`src/hdl/lea_pkg.sv`:
```
// Shared types, constants and helpers for the LEA-128 cipher core.
`timescale 1ns / 1ps
package lea_pkg;

    localparam int LEA_ROUNDS = 24;
    localparam int LEA_IDX_W  = (LEA_ROUNDS > 1) ? $clog2(LEA_ROUNDS) : 1;
    localparam int LEA_AW     = 4;

    typedef logic [3:0][31:0]      t_quad;
    typedef logic [LEA_IDX_W-1:0]  t_idx;

    localparam t_quad LEA_DELTA = {32'h78df30ec, 32'h79e27c8a, 32'h44626b02, 32'hc3efe9db};
    localparam t_idx  LEA_LAST  = t_idx'(LEA_ROUNDS - 1);

    typedef enum logic [2:0] {
        S_IDLE,
        S_EXPAND,
        S_LOAD,
        S_ROUND,
        S_FINISH
    } t_state;

    typedef struct packed {
        logic load_blk;
        logic load_key;
        logic exp_step;
        logic rnd_step;
        logic decrypt;
        logic out_load;
        t_idx ram_waddr;
        t_idx ram_raddr;
    } t_dp_cmd;

    function automatic logic [31:0] rol32(input logic [31:0] v, input int n);
        return (v << n) | (v >> (32 - n));
    endfunction

    function automatic logic [31:0] ror32(input logic [31:0] v, input int n);
        return (v >> n) | (v << (32 - n));
    endfunction

endpackage

```
`src/hdl/lea_ram.sv`:
```
// Generic single-write, single-read RAM with registered read data.
`timescale 1ns / 1ps
module lea_ram #(
    parameter int WIDTH = 32,
    parameter int DEPTH = 16
) (
    input  logic                                   i_clk,
    input  logic                                   i_we,
    input  logic [((DEPTH > 1) ? $clog2(DEPTH) : 1)-1:0] i_waddr,
    input  logic [WIDTH-1:0]                       i_wdata,
    input  logic [((DEPTH > 1) ? $clog2(DEPTH) : 1)-1:0] i_raddr,
    output logic [WIDTH-1:0]                       o_rdata
);

    logic [WIDTH-1:0] r_mem [DEPTH];
    logic [WIDTH-1:0] r_rdata;

    always_ff @(posedge i_clk) begin
        if (i_we) begin
            r_mem[i_waddr] <= i_wdata;
        end
        r_rdata <= r_mem[i_raddr];
    end

    assign o_rdata = r_rdata;

endmodule

```
`src/hdl/lea_dp.sv`:
```
// LEA datapath: key schedule step, round function, round key RAM, result register.
`timescale 1ns / 1ps
module lea_dp import lea_pkg::*; (
    input  logic    i_clk,
    input  t_dp_cmd i_cmd,
    input  t_quad   i_key,
    input  t_quad   i_blk,
    output t_quad   o_res
);

    t_quad r_x, n_x;
    t_quad r_t, n_t;
    t_quad r_d, n_d;
    t_quad r_res;
    t_quad rk;
    t_quad kt;
    t_quad y;

    lea_ram #(
        .WIDTH (128),
        .DEPTH (LEA_ROUNDS)
    ) u_rk_ram (
        .i_clk   (i_clk),
        .i_we    (i_cmd.exp_step),
        .i_waddr (i_cmd.ram_waddr),
        .i_wdata (kt),
        .i_raddr (i_cmd.ram_raddr),
        .o_rdata (rk)
    );

    // key schedule: r_d[0] is the delta of this step, already rotated by the step index
    always_comb begin
        kt[0] = rol32(r_t[0] + r_d[0], 1);
        kt[1] = rol32(r_t[1] + rol32(r_d[0], 1), 3);
        kt[2] = rol32(r_t[2] + rol32(r_d[0], 2), 6);
        kt[3] = rol32(r_t[3] + rol32(r_d[0], 3), 11);
        n_d[0] = rol32(r_d[1], 1);
        n_d[1] = rol32(r_d[2], 1);
        n_d[2] = rol32(r_d[3], 1);
        n_d[3] = rol32(r_d[0], 1);
        n_t = kt;
        if (i_cmd.load_key) begin
            n_t = i_key;
            n_d = LEA_DELTA;
        end else if (!i_cmd.exp_step) begin
            n_t = r_t;
            n_d = r_d;
        end
    end

    // one round, forward or inverse
    always_comb begin
        if (!i_cmd.decrypt) begin
            y[0] = rol32((r_x[0] ^ rk[0]) + (r_x[1] ^ rk[1]), 9);
            y[1] = ror32((r_x[1] ^ rk[2]) + (r_x[2] ^ rk[1]), 5);
            y[2] = ror32((r_x[2] ^ rk[3]) + (r_x[3] ^ rk[1]), 3);
            y[3] = r_x[0];
        end else begin
            y[0] = r_x[3];
            y[1] = (ror32(r_x[0], 9) - (y[0] ^ rk[0])) ^ rk[1];
            y[2] = (rol32(r_x[1], 5) - (y[1] ^ rk[2])) ^ rk[1];
            y[3] = (rol32(r_x[2], 3) - (y[2] ^ rk[3])) ^ rk[1];
        end
        n_x = r_x;
        if (i_cmd.load_blk) begin
            n_x = i_blk;
        end else if (i_cmd.rnd_step) begin
            n_x = y;
        end
    end

    always_ff @(posedge i_clk) begin
        r_x <= n_x;
        r_t <= n_t;
        r_d <= n_d;
        if (i_cmd.out_load) begin
            r_res <= r_x;
        end
    end

    assign o_res = r_res;

endmodule

```
`config.mk`:
```
export PLATFORM = sky130hd
export DESIGN_NAME = lea_dp
export DESIGN_NICKNAME = d
export VERILOG_FILES = /design/src/hdl/lea_pkg.sv /design/src/hdl/lea_ram.sv /design/src/hdl/lea_dp.sv
export SDC_FILE = /design/constraint.sdc
export NUM_CORES = 2
export LEC_CHECK = 0
export BUFFER_PORTS_ARGS = -buffer_cell sky130_fd_sc_hd__buf_4
export CAP_MARGIN = 20
export CORE_ASPECT_RATIO = 0.8
export CORE_UTILIZATION = 35
export DETAILED_ROUTE_END_ITERATION = 16
export PLACE_DENSITY = 0.59
export SYNTH_ARGS = -nofsm -noshare
export SYNTH_HDL_FRONTEND = slang
export SYNTH_SLANG_ARGS = --single-unit
export TNS_END_PERCENT = 1
```
`constraint.sdc`:
```
create_clock -name i_clk -period 10.3 [get_ports i_clk]
set_clock_uncertainty 0.2 [all_clocks]
set_input_delay 2.06 -clock i_clk [delete_from_list [all_inputs] [get_ports i_clk]]
set_output_delay 2.06 -clock i_clk [all_outputs]
set_load 0.05 [all_outputs]
```
==> impl_metrics.json <==
{
  "critical_path.reg2reg.endpoint": "r_x[123]$_DFFE_PP_",
  "synth_xor_xnor_area_share": 0.03594,
  "clock-sinks": 3712,
  "cp.arrival_ps": 9430,
  "placeableCoreArea_mm2": 0.4461,
  "antenna_left": 0,
  "hp-start": "r_d[33]$_SDFFE_PP1P_",
  "synth.ff_latch_count": 3712,
  "drv.max_cap_violation_count": 0,
  "fin_tns_setup_ps": 0,
  "first_global_vias": 86967,
  "postCtsSetupRepairBufs": 0,
  "seq_power_share": 0.335,
  "cts_hold_buf": 0,
  "period_share": 0.8678,
  "type_of_the_tightest_min_delay_check": "reg -> reg",
  "grtUsageTotal": 0.2283,
  "clk-insertion-delay-late_ps": 1010,
  "timing.hold.worst_endpoint": "r_d[33]$_SDFFE_PP1P_",
  "cts_buffers": 362,
  "dominant_combinational_cell_family_by_area_after_synthesis": "multiplexers",
  "final.min_clock_period_ps": 8938,
  "synthAdderAreaFrac": 0.02594,
  "timing.critical_path.required_ps": 10790,
  "post_cts_resized": 0,
  "maxClockFrequency_mhz": 111.9,
  "cpPeakStageDelay_ps": 600,
  "post_synth_num_cell_types": 101,
  "reg2reg_depth": 33,
  "layout.nets": 10031,
  "detail_route.drc_violations": 0,
  "max_slew_margin": 0.1276,
  "dp_hpwl_um": 338600,
  "cts.root.buffer_cell": "sky130_fd_sc_hd__clkbuf_16",
  "cell_count_after_synthesis": 8749,
  "synth_enable_flop_cells": 3456,
  "grt_first_pass_wirelength_um": 718100,
  "layout-drive-gt1-share": 0.2478,
  "placementRows": 219,
  "post-route-util": 0.4095,
  "synth_sequential_area_ratio": 0.6926,
  "die_w_um": 751.4,
  "floorplan.die_area_mm2": 0.4519,
  "switch_share": 0.4054,
  "synthesized_area_fraction_occupied_by_ao_oa_aoi_and_oai_cells": 0.04880,
  "grt_overflow_total": 0,
  "worstHoldPathCells": 2,
  "setup-violations-final": 0,
  "postSynth.asyncResetShare": 0,
  "tritoncts": "done",
  "ys.warnings.count": 0,
  "buffer_ports.inserted": 400,
  "run_status": "completed",
  "syn_area_mm2": 0.1572,
  "die_h_um": 601.5,
  "areaGrowthSynthToFinish_pct": 16.18,
  "clock_group_share_of_total_power": 0.199,
  "power_density_mw_per_mm2": 372.9,
  "synth.area.mux_share": 0.1520,
  "peakVddDrop_v": 0.0006551,
  "timing.rr.start": "r_x[96]$_DFFE_PP_",
  "power_report.internal_total_mw": 40.51,
  "startpoint_type": "flip-flop",
  "path_class": "reg -> reg",
  "avgRoutedWirePerCell_um": 33.80,
  "pin_count_of_the_biggest_net_entering_global_routing": 143,
  "cts-root-to-sink-buffers": 4,
  "crit_path_max_fanout": 6,
  "slowest_stage": "sky130_fd_sc_hd__o21ai_0",
  "finalHoldViolCount": 0,
  "antenna_found_initial": 75,
  "post_synth_and_or_nand_nor_area_fraction": 0.03242,
  "gp_congestion": 0.9369,
  "initial_utilization": 0.3525,
  "drt-total-wl_um": 531400,
  "clk_pin_slew_worst_paths_ps": 70,
  "design.portCount": 401,
  "transition_at_the_pin_with_the_smallest_max_transition_slack_ps": 1309,
  "slew_violations": 0,
  "synthesis.nets": 9342,
  "timing.critical_path.mode_cell": "sky130_fd_sc_hd__a21oi_1",
  "vias_after_detailed_routing": 89974,
  "grt_setup_unrepaired": "false",
  "totalPowerFinal_mw": 68.13,
  "first_iter_violations": 12345,
  "p_leak_nw": 61.77,
  "viasPerCell": 5.722,
  "synth-main-ff-cell": "sky130_fd_sc_hd__edfxtp_1",
  "netSwitchingPower_mw": 27.62,
  "worstSetupEndpointType": "flip-flop",
  "mean_instance_size_in_the_synthesized_netlist_um2": 17.97,
  "power.share.combinational": 0.466,
  "firstDrtPassIters": 5,
  "r2r_slack_ps": 1360,
  "clock_tree.htree_level_count": 5
}
## worst max-delay path: cells and delay by family, from the launching register on
family	cells	cell delay [ps]
and+or+nand+nor	7	1040
adders and majority gates	4	1290
xor gates and xnor gates	6	1180
AOI/OAI and AO/OA	16	4470
DFF	1	480
## state kept, by name, indices dropped and copies added, names as in the netlist
| name | count |
|---|---|
| o_res | 128 |
| r_d | 128 |
| r_t | 128 |
| r_x | 128 |
| u_rk_ram.o_rdata | 128 |
| u_rk_ram.r_mem | 3072 |
## cell type report
| type | instances | area, µm² |
|---|---|---|
| timing repair buffer | 711 | 6474 |
| multi-input combinational | 4533 | 47380 |
| clock inverter | 194 | 2257 |
| inverter | 118 | 450.4 |
| tap | 5967 | 7466 |
| clock buffer | 471 | 9693 |
| fill | 39651 | 263400 |
| sequential | 3712 | 108900 |
| antenna | 18 | 45.04 |
## cells in the final DEF (no fill, tap or decap), drive strengths merged, types with 36 or more instances in the layout
cell type	instances
ha	310
inv	138
mux4	896
dfxtp	256
clkbuf	473
nand2b	36
buf	709
nor3	54
mux2i	271
o211ai	41
and3	38
edfxtp	3456
xnor2	334
a21oi	412
a21o	155
o21ai	215
o21a	62
nand2	394
xor2	306
clkinv	126
a211oi	38
nor2	383
nor2b	41
mux2	89
nand3	36
## synthesized netlist by cell type, types with 41 or more instances
| cell | n | share of area |
|---|---|---|
| sky130_fd_sc_hd__a21o_1 | 155 | 0.0074 |
| sky130_fd_sc_hd__a21oi_1 | 411 | 0.013 |
| sky130_fd_sc_hd__buf_1 | 64 | 0.0015 |
| sky130_fd_sc_hd__clkbuf_1 | 291 | 0.0069 |
| sky130_fd_sc_hd__dfxtp_1 | 256 | 0.033 |
| sky130_fd_sc_hd__edfxtp_1 | 3456 | 0.66 |
| sky130_fd_sc_hd__ha_1 | 310 | 0.025 |
| sky130_fd_sc_hd__inv_1 | 117 | 0.0028 |
| sky130_fd_sc_hd__mux2_2 | 87 | 0.0062 |
| sky130_fd_sc_hd__mux2i_1 | 271 | 0.017 |
| sky130_fd_sc_hd__mux4_2 | 896 | 0.13 |
| sky130_fd_sc_hd__nand2_1 | 394 | 0.0094 |
| sky130_fd_sc_hd__nor2_1 | 382 | 0.0091 |
| sky130_fd_sc_hd__nor2b_1 | 41 | 0.0016 |
| sky130_fd_sc_hd__nor3_1 | 54 | 0.0017 |
| sky130_fd_sc_hd__o211ai_1 | 41 | 0.0020 |
| sky130_fd_sc_hd__o21a_1 | 60 | 0.0029 |
| sky130_fd_sc_hd__o21ai_0 | 198 | 0.0063 |
| sky130_fd_sc_hd__xnor2_1 | 334 | 0.019 |
| sky130_fd_sc_hd__xor2_1 | 306 | 0.017 |
## worst max-delay path by stage
stage / from / to / depth (start not counted)
final: r_x[96]$_DFFE_PP_ / r_x[123]$_DFFE_PP_ / 33
after global routing: r_x[96]$_DFFE_PP_ / r_x[123]$_DFFE_PP_ / 33
after floorplan: i_cmd[13] / u_rk_ram.r_mem[23][0]$_DFFE_PP_ / 4
after global placement: r_x[97]$_DFFE_PP_ / r_x[127]$_DFFE_PP_ / 34
after CTS: r_x[96]$_DFFE_PP_ / r_x[123]$_DFFE_PP_ / 33
after detailed placement: r_x[96]$_DFFE_PP_ / r_x[123]$_DFFE_PP_ / 33
## cells by family (layout without fill, tap and decap cells)
group	after synthesis	in the layout
buf+inv	504	1494
fa+ha+maj	320	320
xor+xnor	642	642
simple gates	1128	1128
compound gates	1187	1187
mux	1256	1256
flops	3712	3712
other cells	0	18
## per-layer routing
metal	up-vias	global-route usage	part of all wire	wire length (µm)
met4	24	0.06242	0.030	16090
met5	-	0	0.00028	150
met3	616	0.04159	0.093	49480
met2	4647	0.3306	0.43	229000
li1	36457	-	-	-
met1	48230	0.3515	0.45	236700
## per-stage QoR
stage | setup slack (ps) | cells | instance area (µm²) | hold WS, ps
after CTS | 1525 | 15654 | 181800 | 276.0
after floorplan | 1234 | 8749 | 157200 | 241.3
after detailed placement | 1518 | 14989 | 169900 | 259.3
after global routing | 1030 | 15711 | 182600 | 297.4
final | 1362 | 15724 | 182700 | 274.0
after global placement | 1418 | 14977 | 169700 | 252.5
## power groups by stage
stage / logic [mW] / clock network [mW] / registers (mW)
detailed placement: 30.4 / 0 / 23.2
global route: 33.8 / 14.3 / 22.8
finish: 31.7 / 13.5 / 22.9
CTS: 30.6 / 13.7 / 22.9
floorplan: 19.5 / 0 / 22.8
global placement: 30.1 / 0 / 23.2
Power figures use the tool's default switching activity.
