==> config.mk <==
export PLATFORM = sky130hd
export DESIGN_NAME = lea_ctrl
export DESIGN_NICKNAME = d
export VERILOG_FILES = /design/src/hdl/lea_pkg.sv /design/src/hdl/lea_ctrl.sv
export SDC_FILE = /design/constraint.sdc
export NUM_CORES = 1
export LEC_CHECK = 0
export BUFFER_PORTS_ARGS = -buffer_cell sky130_fd_sc_hd__buf_2
export CAP_MARGIN = 20
export CORE_MARGIN = 2
export CORE_UTILIZATION = 48
export CTS_CLUSTER_DIAMETER = 80
export DETAILED_ROUTE_END_ITERATION = 10
export MAX_ROUTING_LAYER = met4
export PLACE_DENSITY = 0.76
export SLEW_MARGIN = 20
export SYNTH_ARGS = -nofsm -noshare
export SYNTH_HDL_FRONTEND = slang
export SYNTH_SLANG_ARGS = --single-unit
==> constraint.sdc <==
create_clock -name i_clk -period 1.86 [get_ports i_clk]
set_input_delay 0.093 -clock i_clk [delete_from_list [all_inputs] [get_ports i_clk]]
set_output_delay 0.093 -clock i_clk [all_outputs]
set_load 0.1 [all_outputs]
==> src/hdl/lea_pkg.sv <==
// Shared types, constants and helpers for the LEA-128 cipher core.
`timescale 1ns / 1ps
package lea_pkg;

    localparam int LEA_ROUNDS = 24;
    localparam int LEA_IDX_W  = (LEA_ROUNDS > 1) ? $clog2(LEA_ROUNDS) : 1;
    localparam int LEA_AW     = 4;

    typedef logic [3:0][31:0]      t_quad;
    typedef logic [LEA_IDX_W-1:0]  t_idx;

    localparam t_quad LEA_DELTA = {32'h78df30ec, 32'h79e27c8a, 32'h44626b02, 32'hc3efe9db};
    localparam t_idx  LEA_LAST  = t_idx'(LEA_ROUNDS - 1);

    typedef enum logic [2:0] {
        S_IDLE,
        S_EXPAND,
        S_LOAD,
        S_ROUND,
        S_FINISH
    } t_state;

    typedef struct packed {
        logic load_blk;
        logic load_key;
        logic exp_step;
        logic rnd_step;
        logic decrypt;
        logic out_load;
        t_idx ram_waddr;
        t_idx ram_raddr;
    } t_dp_cmd;

    function automatic logic [31:0] rol32(input logic [31:0] v, input int n);
        return (v << n) | (v >> (32 - n));
    endfunction

    function automatic logic [31:0] ror32(input logic [31:0] v, input int n);
        return (v >> n) | (v << (32 - n));
    endfunction

endpackage

==> src/hdl/lea_ctrl.sv <==
// LEA controller: sequences key expansion, rounds and the result handoff.
`timescale 1ns / 1ps
module lea_ctrl import lea_pkg::*; (
    input  logic    i_clk,
    input  logic    i_rst_n,
    input  logic    i_in_valid,
    input  logic    i_mode,
    input  logic    i_out_ready,
    input  logic    i_key_wr,
    output logic    o_in_ready,
    output logic    o_out_valid,
    output t_dp_cmd o_cmd
);

    t_state r_state, n_state;
    t_idx   r_cnt, n_cnt;
    logic   r_dec, n_dec;
    logic   r_keys_ready, n_keys_ready;
    logic   r_out_valid, n_out_valid;
    t_idx   rd_idx;

    always_ff @(posedge i_clk) begin
        if (!i_rst_n) begin
            r_state      <= S_IDLE;
            r_cnt        <= '0;
            r_dec        <= 1'b0;
            r_keys_ready <= 1'b0;
            r_out_valid  <= 1'b0;
        end else begin
            r_state      <= n_state;
            r_cnt        <= n_cnt;
            r_dec        <= n_dec;
            r_keys_ready <= n_keys_ready;
            r_out_valid  <= n_out_valid;
        end
    end

    always_comb begin
        n_state      = r_state;
        n_cnt        = r_cnt;
        n_dec        = r_dec;
        n_keys_ready = r_keys_ready;
        o_cmd        = '0;
        o_in_ready   = (r_state == S_IDLE);

        // read address runs one round ahead of the round unit
        rd_idx = (r_state == S_ROUND && r_cnt != LEA_LAST) ? r_cnt + t_idx'(1) : '0;
        o_cmd.ram_raddr = r_dec ? LEA_LAST - rd_idx : rd_idx;
        o_cmd.ram_waddr = r_cnt;
        o_cmd.decrypt   = r_dec;

        case (r_state)
            S_IDLE: begin
                if (i_in_valid) begin
                    o_cmd.load_blk = 1'b1;
                    n_dec = i_mode;
                    n_cnt = '0;
                    if (r_keys_ready) begin
                        n_state = S_LOAD;
                    end else begin
                        o_cmd.load_key = 1'b1;
                        n_state = S_EXPAND;
                    end
                end
            end
            S_EXPAND: begin
                o_cmd.exp_step = 1'b1;
                if (r_cnt == LEA_LAST) begin
                    n_cnt = '0;
                    n_keys_ready = 1'b1;
                    n_state = S_LOAD;
                end else begin
                    n_cnt = r_cnt + t_idx'(1);
                end
            end
            S_LOAD: begin
                n_state = S_ROUND;
            end
            S_ROUND: begin
                o_cmd.rnd_step = 1'b1;
                if (r_cnt == LEA_LAST) begin
                    n_cnt = '0;
                    n_state = S_FINISH;
                end else begin
                    n_cnt = r_cnt + t_idx'(1);
                end
            end
            S_FINISH: begin
                if (!r_out_valid || i_out_ready) begin
                    o_cmd.out_load = 1'b1;
                    n_state = S_IDLE;
                end
            end
            default: begin
                n_state = S_IDLE;
            end
        endcase

        if (i_key_wr) begin
            n_keys_ready = 1'b0;
        end
        n_out_valid = o_cmd.out_load | (r_out_valid & ~i_out_ready);
    end

    assign o_out_valid = r_out_valid;

    a_accept_starts: assert property (@(posedge i_clk) disable iff (!i_rst_n)
        i_in_valid && o_in_ready |=> (r_state == S_EXPAND || r_state == S_LOAD))
        else $error("accepted item did not start expansion or load");

    a_load_to_round: assert property (@(posedge i_clk) disable iff (!i_rst_n)
        r_state == S_LOAD |=> (r_state == S_ROUND && r_cnt == '0))
        else $error("round sequence did not start at the first round");

    a_keys_set: assert property (@(posedge i_clk) disable iff (!i_rst_n)
        (r_state == S_EXPAND && r_cnt == LEA_LAST && !i_key_wr) |=> r_keys_ready)
        else $error("key expansion ended without marking keys ready");

    a_rounds_end: assert property (@(posedge i_clk) disable iff (!i_rst_n)
        (r_state == S_ROUND && r_cnt == LEA_LAST) |=> r_state == S_FINISH)
        else $error("last round not followed by finish");

endmodule

==> results of run 1 <==
[power by group]
group          switching, mW  leakage, nW  internal (mW)
sequential            0.0170       0.0942          0.240
combinational          0.268        0.405          0.119
clock                 0.0938       0.0177         0.0797
[per-layer routing]
layer / track usage (%) / vias to the layer above
li1: - / 353
met1: 30.26 / 362
met2: 37.91 / 25
met3: 3.830 / 8
met4: 7.273 / 0
met5: - / -
[through the flow]
| step | instances | hold slack, ns | total power, mW | utilization [%] |
|---|---|---|---|---|
| floorplan | 86 | 0.1691 | 0.5556 | - |
| global placement | 122 | 0.2549 | 0.6197 | 73.21 |
| detailed placement | 122 | 0.2691 | 0.6234 | 73.21 |
| CTS | 129 | 0.07884 | 0.8034 | 79.17 |
| global route | 130 | 0.1036 | 0.8462 | 81.46 |
| finish | 130 | 0.08056 | 0.8169 | 81.46 |
[kinds of logic after synthesis]
group	Yosys count	share of synthesized area (%)
buf+inv	12	9.320
fa+ha+maj	1	1.695
compound gates	18	20.85
mux	1	1.356
flops	11	29.83
simple gates	38	31.02
xor+xnor	5	5.933
[cell type report]
cell class                      count  area (um^2)
Inverter                            4        18.77
Multi-Input combinational cell     63        624.3
Clock inverter                      1        5.005
Tap cell                           16        20.02
Timing Repair Buffer               32        266.5
Sequential cell                    11        241.5
Clock buffer                        3        22.52
Fill cell                          98        272.8
[cells in the final DEF (no fill, tap or decap), drive strengths merged, types with 2 or more instances in the layout]
master  instances
nand3           3
nor2            5
nor2b           7
a21boi          3
buf            30
and2            3
nor3b           2
o21a            2
clkbuf          4
xnor2           3
inv             3
a21oi           5
xor2            2
nand2           5
nor3            4
dfxtp          11
[worst max-delay path, stage by stage (launching register included)]
cell and delay, ns:
dfxtp_4 0.37, ha_4 0.18, and4b_2 0.22, o21a_4 0.21
nor4_2 0.26, nor3_4 0.09, buf_12 0.18
[state kept, by name, summed over array words and instances, names as in the netlist]
register / count
o_out_valid: 1
r_cnt: 5
r_state: 3
r_dec: 1
r_keys_ready: 1
[repair_timing]
action,in CTS,in global routing
pin swaps,5,0
setup endpoints to repair,4,5
gates resized for setup,7,6
hold buffers,1,0
hold endpoints to repair,1,0
setup buffers,2,1
[worst paths after layout]
| kind | start | endpoint |
|---|---|---|
| worst min register to register | r_cnt[1]$_SDFFE_PN0P_ | r_cnt[1]$_SDFFE_PN0P_ |
| worst max register to register | r_state[2]$_SDFFE_PN0P_ | r_state[1]$_SDFFE_PN0P_ |
| worst max-delay path | r_cnt[0]$_SDFFE_PN0P_ | o_cmd[4] |
| worst min-delay path | i_mode | r_dec$_SDFFE_PN0P_ |
==> impl.org, run 1 <==
** Run status
- The run finished, with violations left.
- Violations in the final reports :: negative setup slack

** Floorplanning
- The total area inside the core boundary comes to between 0.001 and 0.0015 mm^2.
- The die covers approximately 0.0019 mm^2.
- During I/O placement, the number of pins put on the boundary was 24.
- Initial Utilization :: 50.17%
- Row generation in the floorplan step produced 14 rows.
- The die is between 40 and 50 um tall.
- In this run the horizontal extent of the chip is 43.22 um.

** Final layout
- The finished cells cover 0.001199 mm^2.
- The area growth from synthesis to layout is 62.37%.
- Number of antenna repair diodes :: 0
- Of the cells placed in the final design, the portion with a size suffix greater than 1 is 59.65%.
- For this run, the post-layout net count is around 120.

** Clock network
- Clock latency of the later-clocked register in the worst-skew pair :: 0.27 ns
- Clock tree root driver cell :: clkbuf_4
- CTS Sinks :: 11
- In this run the number of H-tree levels came out at 1.
- Clock transition at the registers of the reported paths :: around 0.08 ns
- In this run the deepest clock path goes through 2 buffers.
- Clock tree from TritonCTS :: built
- The number of clock buffers added by TritonCTS is 3.

** Synth
- Library cells used by synthesis :: 39
- For this run, the number of Yosys warnings is 0.
- Synth Cell Area :: around 740 um^2
- The synthesized design spends more area on one cell type than any other, namely dfxtp_1.
- Part of the Yosys area used for sequential elements :: approximately 30%
- Top FF cell, synth :: dfxtp_1
- Leading cell types by total area after synthesis :: dfxtp_1 30%, nor2b_1 5.9%, buf_4 4.1%
- After synthesis the netlist holds a flip-flop and latch count of 11.
- Post-Synthesis Net Count :: 93
- Of all flip-flops after synthesis, the portion carrying an async set or reset was 0%.
- Area fraction of the dominant cell type after synthesis :: slightly below 30%
- Number of flops mapped to enable cells by yosys :: 0
- Cell with the most instances after synthesis :: dfxtp_1
- After technology mapping, the gate count stands at 86.
- Most numerous cell types in the synthesized netlist :: 11 x dfxtp_1, 7 x nor2b_1, 5 x a21oi_1, 5 x nand2_1, 5 x nor2_1
- After synthesis, the mean cell area works out to 8.584 um^2.

** GRT
- GRT Resource Usage Total :: a little under a quarter
- GR Overflow Total :: 0
- Pin count of the biggest net entering global routing :: 12
- Wire length of the first global-routing pass :: roughly 3200 um
- The via count of the first global-routing pass was between 600 and 700.
- Initial antenna violation count :: 0

** Pwr
- The worst-case IR drop observed on VDD is between 500 and 600 uV.
- PwrDens :: slightly below 700 mW/mm^2
- Leakage power figure :: 0.5171 nW

** STA
- Setup Viol. Count Final :: 1
- Subtracting the final worst setup slack from the clock period gives 1.883 ns.
- Final count of pins violating max slew :: 0
- Setup repair after global routing could not meet its margin everywhere.
- Setup slack after layout :: -0.02259 ns
- Highest clock rate :: between 500 and 600 MHz
- Total negative slack :: -0.02259 ns
- Final Cycle Share :: 101.2%
- The clock arrives with 0.001386 ns of skew.
- The final hold violation count is 0.
- Relative slew slack :: around 66%
- Slew at the pin with the worst max-slew slack :: between 0.5 and 0.6 ns

** Route
- WL/cell :: about 16 um
- Residual DRC :: 0
- Initial DRC count :: 18
- Met1 wire length :: around 870 um
- Antenna Violating Nets Remaining :: 0
- Vias after detailed routing :: between 700 and 800
- The highest layer touched by signal routing is met4.
- Routed length on met3 :: a little over 90 um
- The first TritonRoute pass finished after 4 iterations.
- Wire segments on met2 add up to a little over 1000 um in the final route.
- Routed via count divided by cell count :: approximately 5.8
- Overall routed net length :: slightly above 2000 um

** Critical path
- The worst register-to-register path has a setup slack of 0.23 ns.
- Worst setup path category :: flip-flop to output port
- Nature of the critical path endpoint :: output port
- Critical-path maximum fanout :: 4
- STA puts the critical path data required time at 1.77 ns.
- Worst Path Arrival :: 1.79 ns
- The worst register-to-register path has a depth of 5.
- STA classifies the critical path startpoint as a flip-flop.

** Min path
- The worst hold path passes through 3 cells.
- The path class of the tightest hold or removal check is input pin to flip-flop.

** Place
- Timing analysis after detailed placement gives a worst setup slack of around 0.19 ns.
- Count of buffers from port buffering :: 23
- Routability-driven placement finished with a final weighted congestion of just over 0.8.
- The wire-length estimate of the detail-placed layout is ~1400 um.
- Area of placed instances :: between 0.001 and 0.0015 mm^2

** Flow run
- Across the run, the number of max-cap violations was 0.
Power figures use the tool's default switching activity.
==> inputs of run 2 (changes only) <==
--- a/config.mk
+++ b/config.mk
@@ -11,6 +11,7 @@
 export CORE_UTILIZATION = 48
 export CTS_CLUSTER_DIAMETER = 80
 export DETAILED_ROUTE_END_ITERATION = 10
+export HOLD_SLACK_MARGIN = 0.15
 export MAX_ROUTING_LAYER = met4
 export PLACE_DENSITY = 0.76
 export SLEW_MARGIN = 20
==> constraint.sdc (replaced) <==
create_clock -name i_clk -period 1.86 [get_ports i_clk]
set_input_delay 0.372 -clock i_clk [delete_from_list [all_inputs] [get_ports i_clk]]
set_output_delay 0.372 -clock i_clk [all_outputs]
set_load 0.1 [all_outputs]
==> impl.org, run 2 (synthesis results as in run 1) <==
** Run status
- Outcome :: finished, violations left
- The checks that failed: negative setup slack.

** Route
- Overall routed net length :: around 3500 um
- Vias after detailed routing :: 908
- Routed via count divided by cell count :: 6.219
- After the first detailed-routing iteration, the DRC count stood at between 50 and 60.
- Number of detailed-route iterations in the first pass :: 5
- For this run, design rule violations remaining after detail routing come to 0.
- Dividing the detail-routed wire length by the instance count gives approximately 24 um.
- The count of nets left with antenna violations once routing finished came out at 0.

** Clock network
- Clock transition at the registers of the reported paths :: 0.08 ns
- CTS Sinks :: 11
- Hold_buf cts :: 0
- H-tree level count :: 1
- Number of CTS-inserted buffers :: 3
- TritonCTS built the clock tree.
- No sink is reached through more buffers than the 2 on the longest clock path.
- Clock tree root driver cell :: clkbuf_4
- Clock latency of the later-clocked register in the worst-skew pair :: 0.28 ns

** GRT
- Entering global routing, the biggest net connects 12 pins.
- GRT Resource Usage Total :: a little under a third
- Global routing finished with a remaining overflow of 0.
- The initial antenna violation count came to 0.
- Wire length of the first global-routing pass :: around 4100 um
- The via count of the first global-routing pass came to ~820.

** Pwr
- Leakage power figure :: roughly 0.62 nW
- PwrDens :: 644.9 mW/mm^2
- Peak VDD IR :: roughly 590 uV

** Final layout
- Flip-flop count of the largest register after layout :: 5
- Fraction of layout instances using a drive strength above 1 :: approximately 65%
- Commonest cells after routing, fill and taps aside :: 23 x buf_4, 11 x buf_2, 11 x buf_12
- Leaving out fill and tap cells, the most frequent cell in the layout is buf_4.
- The net count of the finished layout is 138.
- The number of antenna diodes in the final layout is 0.
- Counting flops per register, the top entry is r_cnt.
- Relative to the synthesized area, the layout overhead comes to 95.08%.
- Number of fill cells in the layout :: 21
- Biggest registers after layout :: r_cnt: 5 flops, r_state: 3 flops

** Critical path
- Type of element launching the critical path :: flip-flop
- The largest single stage delay on the critical path is about 0.37 ns.
- Nature of the critical path endpoint :: output port
- Worst-case register-to-register setup slack :: roughly 0.070 ns
- Worst setup path category :: flip-flop to output port
- Cell breakdown of the critical path :: ha_4 > a21boi_0 > o21a_1 > nor4_1 > buf_4 > nor3_4 > buf_12
- Data required time of the critical path :: between 1 and 1.5 ns
- Data on the critical path arrives at its endpoint at around 1.9 ns.
- The slowest stage of the critical path belongs to the cell dfxtp_4.
- Of all nets on the critical path, the largest fanout is 4.

** Floorplanning
- Initial Utilization :: between 50 and 60%
- Number of primary I/O pins :: 24
- Die height :: between 40 and 50 um
- The die covers roughly 0.0019 mm^2.
- Std-Cell Rows :: 14
- Die boundary width :: 43.22 um
- Core region area :: about 0.0015 mm^2

** STA
- Final Hold Fails :: 0
- Setup violations remaining at the end of the flow were counted as 5.
- Across all setup checks in the final design, the least slack found is -0.4209 ns.
- Post-layout minimum cycle time :: approximately 2.3 ns
- Final Cycle Share :: 122.6%
- Final count of pins violating max slew :: 0
- RSZ-0062 raised after global routing :: yes
- The worst pin sits at a relative slew slack of around two thirds.
- Across the routed clock network, the largest skew measured is between 0.001 and 0.0015 ns.
- Fin Hold WS :: around 0.25 ns
- Derived from the worst setup path, the maximum achievable clock frequency is approximately 440 MHz.
- Slew at the pin with the worst max-slew slack :: ~0.51 ns

** Min path
- Worst hold path type :: input pin to flip-flop

** Place
- Count of buffers from port buffering :: 23
- Worst slack, placed :: -0.04153 ns
- The congestion estimate from routability-driven global placement came to approximately 0.81.
- Detailed placement finished with a half-perimeter wire length of 1560 um.

** Flow run
- Number of max-cap violations :: 0
## run 2: critical path: cells and delay by family, from the launching register on
| kind | cells | cell delay [ns] |
|---|---|---|
| adder cells (fa/ha/maj) | 1 | 0.17 |
| AO/OA/AOI/OAI | 2 | 0.45 |
| AND/OR/NAND/NOR | 2 | 0.29 |
| flip-flops | 1 | 0.37 |
| buffers and inverters | 2 | 0.34 |
## run 2: per-layer routing
metal | vias up | routed length (um) | global-route usage, %
met1 | 423 | 1128 | 37.73
met3 | 23 | 322 | 5.532
met5 | - | 0 | -
met4 | 0 | 193 | 20.00
met2 | 79 | 1825 | 49.25
li1 | 383 | - | -
## run 2: through the flow
stage / setup TNS (ns) / utilization [%] / instance area [um^2] / instances / total power, mW
floorplan: -2.784 / - / 924.6 / 86 / 0.5614
global placement: -0.01666 / 85.29 / 1255 / 129 / 0.6831
detailed placement: -0.04153 / 85.29 / 1255 / 129 / 0.6911
CTS: -0.9158 / 91.92 / 1353 / 137 / 0.8766
global route: -1.822 / 97.87 / 1440 / 146 / 0.9440
finish: -1.598 / 97.87 / 1440 / 146 / 0.9287
## run 2: what timing repair did
item | 4_1_cts | 5_1_grt
pin swaps | 10 | 10
resized for setup | 7 | 6
endpoints found under the setup margin | 8 | 7
endpoints found under the hold margin | 0 | 0
setup buffers | 4 | 9
## run 2: final timing paths
kind	start	endpoint	depth (start not counted)
max	r_cnt[1]$_SDFFE_PN0P_	o_cmd[4]	7
min	i_key_wr	r_keys_ready$_SDFFE_PP0P_	2
max reg2reg	r_cnt[1]$_SDFFE_PN0P_	r_state[1]$_SDFFE_PN0P_	8
min reg2reg	r_keys_ready$_SDFFE_PP0P_	r_keys_ready$_SDFFE_PP0P_	2
## run 2: final cells by class
| cell class | count | area, um^2 | share of cell area, % |
|---|---|---|---|
| Tap cell | 16 | 20.02 | 1.390 |
| Sequential cell | 11 | 245.2 | 17.03 |
| Timing Repair Buffer | 48 | 481.7 | 33.45 |
| Inverter | 4 | 18.77 | 1.303 |
| Clock buffer | 4 | 26.28 | 1.825 |
| Multi-Input combinational cell | 63 | 648.1 | 45.00 |
## run 2: report_power, final
| part | leakage (nW) | total, mW | switching, mW | internal, mW |
|---|---|---|---|---|
| clock network | 0.0150 | 0.181 | 0.0978 | 0.0833 |
| logic | 0.513 | 0.495 | 0.310 | 0.185 |
| registers | 0.0947 | 0.253 | 0.0125 | 0.240 |
| total | 0.623 | 0.929 | 0.420 | 0.508 |
==> inputs of run 3 (changes only) <==
--- a/config.mk
+++ b/config.mk
@@ -14,6 +14,7 @@
 export HOLD_SLACK_MARGIN = 0.15
 export MAX_ROUTING_LAYER = met4
 export PLACE_DENSITY = 0.76
+export RECOVER_POWER = 50
 export SLEW_MARGIN = 20
 export SYNTH_ARGS = -nofsm -noshare
 export SYNTH_HDL_FRONTEND = slang
==> impl.org, run 3 (synthesis results as in run 1) <==
** Pwr
- Of the total power, the share spent switching nets is 45.17%.
- Comb pwr share :: between 50% and 60%
- PwrDens :: about 640 mW/mm^2
- Registers are responsible for a little over a quarter of the overall power.
- The internal power of the cells totals approximately 510 uW.
- The analysis attributes to cell leakage a power of between 0.6 and 0.7 nW.
- Summed over all nets, the switching power comes to between 400 and 500 uW.
- IR analysis of the VDD net gives a maximum drop of between 500 and 600 uV.
- Overall power consumption after layout is estimated at 926.5 uW.
- Of the total power, the clock network draws a little under 20%.

** Floorplanning
- Die boundary width :: 43.22 um
- The floorplan step set the die height to between 40 and 50 um.
- The floorplan step defined a core boundary enclosing between 0.001 and 0.0015 mm^2.
- Std-Cell Rows :: 14
- The initial utilization of the core area, before any placement, comes to ~50%.
- Number of primary I/O pins :: 24
- Total die area :: approximately 0.0019 mm^2

** Final layout
- Area added between synthesis and finish :: 94.58%
- Register containing the most flip-flops in the final layout :: r_cnt
- The multi-input combinational cells in the finished layout cover a total of between 600 and 700 um^2.
- Commonest cells after routing, fill and taps aside :: 23 x buf_4, 11 x buf_2, 11 x buf_12
- The register with the most flip-flops in the layout has 5 of them.
- Fraction of layout instances using a drive strength above 1 :: about 65%
- In the final layout, flip-flops and latches occupy 241.5 um^2.
- Biggest registers after layout :: r_cnt: 5 flops, r_state: 3 flops
- The repair_antennas step left the layout with diodes totalling 0.
- For this run, the post-layout net count is roughly 140.
- The library cell used most frequently in the layout, excluding fill and tap cells, is buf_4.
- Number of fill cells in the layout :: 23

** Critical path
- At the worst endpoint, the required time is ~1.5 ns.
- STA classifies the critical path endpoint as an output port.
- Data on the critical path arrives at its endpoint at ~1.9 ns.
- Type of element launching the critical path :: flip-flop
- In this run the worst path has a maximum fanout of 4.
- The critical path is of the flip-flop to output port type.
- Number of cells on the critical path :: 7
- The number of cells on the worst reg-to-reg path is 8.
- Broken down by cell family, the worst path's largest delay share belongs to compound AO/OA/AOI/OAI gates.
- CP max stage cell :: dfxtp_4
- The number of buffers and inverters on the critical path is 2.
- Cell breakdown of the critical path :: ha_4 > a21boi_0 > o21a_1 > nor4_1 > buf_4 > nor3_4 > buf_12
- Worst-case register-to-register setup slack :: ~0.08 ns
- In this design, the stage delay of the slowest critical-path cell is 0.37 ns.

** Place
- Count of buffers from port buffering :: 23
- Total half-perimeter wirelength after legalization and detailed placement :: between 1500 and 2000 um
- RD Place Congestion :: roughly 0.81

** STA
- Based on the critical path, the design can be clocked at up to roughly 440 MHz.
- The worst path uses 122.2% of the clock period.
- Setup repair after global routing could not meet its margin everywhere.
- Setup Viol. Count Final :: 6
- Across all hold checks on the routed design, the worst slack comes to 0.2518 ns.
- Relative slew slack :: 64.14%
- The number of pins with negative max-slew slack in the final report is 0.
- Across all setup checks in the final design, the least slack found is -0.4123 ns.
- The worst path in the final design needs a cycle of ~2.3 ns, including I/O delays and setup.
- The clock arrives with 0.003143 ns of skew.
- The final hold violation count is 0.
- At the pin with the least slew margin, the transition time is between 0.5 and 0.6 ns.

** Route
- The detailed router put a total of 1222 um of wire on met1.
- The routed layout has around 900 vias.
- After detailed routing, the number of vias per cell comes to between 6 and 7.
- After detailed routing, the average wire length per cell comes to 23.84 um.
- Number of detailed-route iterations in the first pass :: 4
- For this block, the routed nets add up to 3480 um of wire.
- Antenna Violating Nets Remaining :: 0
- Detailed routing placed a total of about 1800 um of wire on met2.
- After detailed routing, the number of remaining DRC violations is 0.
- For this block, the initial DRC count from the detailed router was between 50 and 60.
- Routed length on met3 :: between 200 and 300 um
- Top sig layer :: met4

** Clock network
- Clock-pin slew was measured on the worst setup and hold paths at 0.08 ns.
- No sink is reached through more buffers than the 2 on the longest clock path.
- Clock tree root driver cell :: clkbuf_4
- Clock latency of the later-clocked register in the worst-skew pair :: roughly 0.28 ns
- Number of CTS-inserted buffers :: 3
- CTS Sinks :: 11
- In this run the number of H-tree levels came out at 1.
- TritonCTS built the clock tree.

** Flow run
- Number of max-cap violations :: 0

** Min path
- Worst hold path type :: input pin to flip-flop
- Cell depth of the worst hold path :: 2

** GRT
- Wire length of the first global-routing pass :: approximately 4100 um
- For this run, the total global-route usage over all layers was measured as 31.78%.
- For this run the aggregate overflow at the end of global routing stands at 0.
- Initial antenna violation count :: 0
- The via count of the first global-routing pass is 816.
- Pin count of the biggest net entering global routing :: 12

** Run status
- The final reports fail on negative setup slack.
- Outcome :: finished, violations left
## run 3: what timing repair did
action,in CTS,in global routing
setup endpoints to repair,8,7
cloned,0,0
buffers inserted,4,9
pin swaps,10,10
resized for setup,7,6
hold buffers,0,0
endpoints found under the hold margin,0,0
## run 3: stage by stage
step,utilization (%),instance area (um^2),setup TNS [ns],std cells,setup WS [ns]
final,97.62,1436,-1.581,146,-0.4123
after global routing,97.62,1436,-1.873,146,-0.5139
after CTS,91.92,1353,-0.9158,137,-0.3313
after detailed placement,85.29,1255,-0.04153,129,-0.04153
after global placement,85.29,1255,-0.01666,129,-0.01666
after floorplan,-,924.6,-2.784,86,-0.6008
## run 3: layout make-up
type                            instances  area share [%]
Clock buffer                            4           1.829
Inverter                                4           1.307
Multi-Input combinational cell         63           45.12
Sequential cell                        11           16.81
Tap cell                               16           1.394
Timing Repair Buffer                   48           33.54
## run 3: routing by layer
layer / vias up / GRT usage [%]
met5: - / -
met4: 0 / 20.00
met3: 23 / 5.532
met2: 65 / 49.25
met1: 420 / 37.73
li1: 388 / -
## run 3: path summary, 6_finish.rpt
kind                                   from                        end
hold / removal                     i_key_wr  r_keys_ready$_SDFFE_PP0P_
hold reg to reg   r_keys_ready$_SDFFE_PP0P_  r_keys_ready$_SDFFE_PP0P_
setup reg to reg      r_cnt[1]$_SDFFE_PN0P_    r_state[1]$_SDFFE_PN0P_
setup / recovery      r_cnt[1]$_SDFFE_PN0P_                   o_cmd[4]
## run 3: power by group through the flow
stage | combinational [mW] | sequential [mW] | clock, mW
after floorplan | 0.286 | 0.276 | 0
after global placement | 0.429 | 0.254 | 0
after detailed placement | 0.435 | 0.256 | 0
after CTS | 0.451 | 0.251 | 0.175
after global routing | 0.507 | 0.252 | 0.185
final | 0.494 | 0.252 | 0.180
## run 3: worst reg2reg max path, cell delays in order, from the launching register on
cell      delay (ns)
dfxtp_4         0.37
ha_4            0.16
buf_4           0.13
nand4b_4        0.13
buf_4           0.17
and2_4          0.17
buf_4           0.15
o31ai_2         0.24
o311a_1         0.20
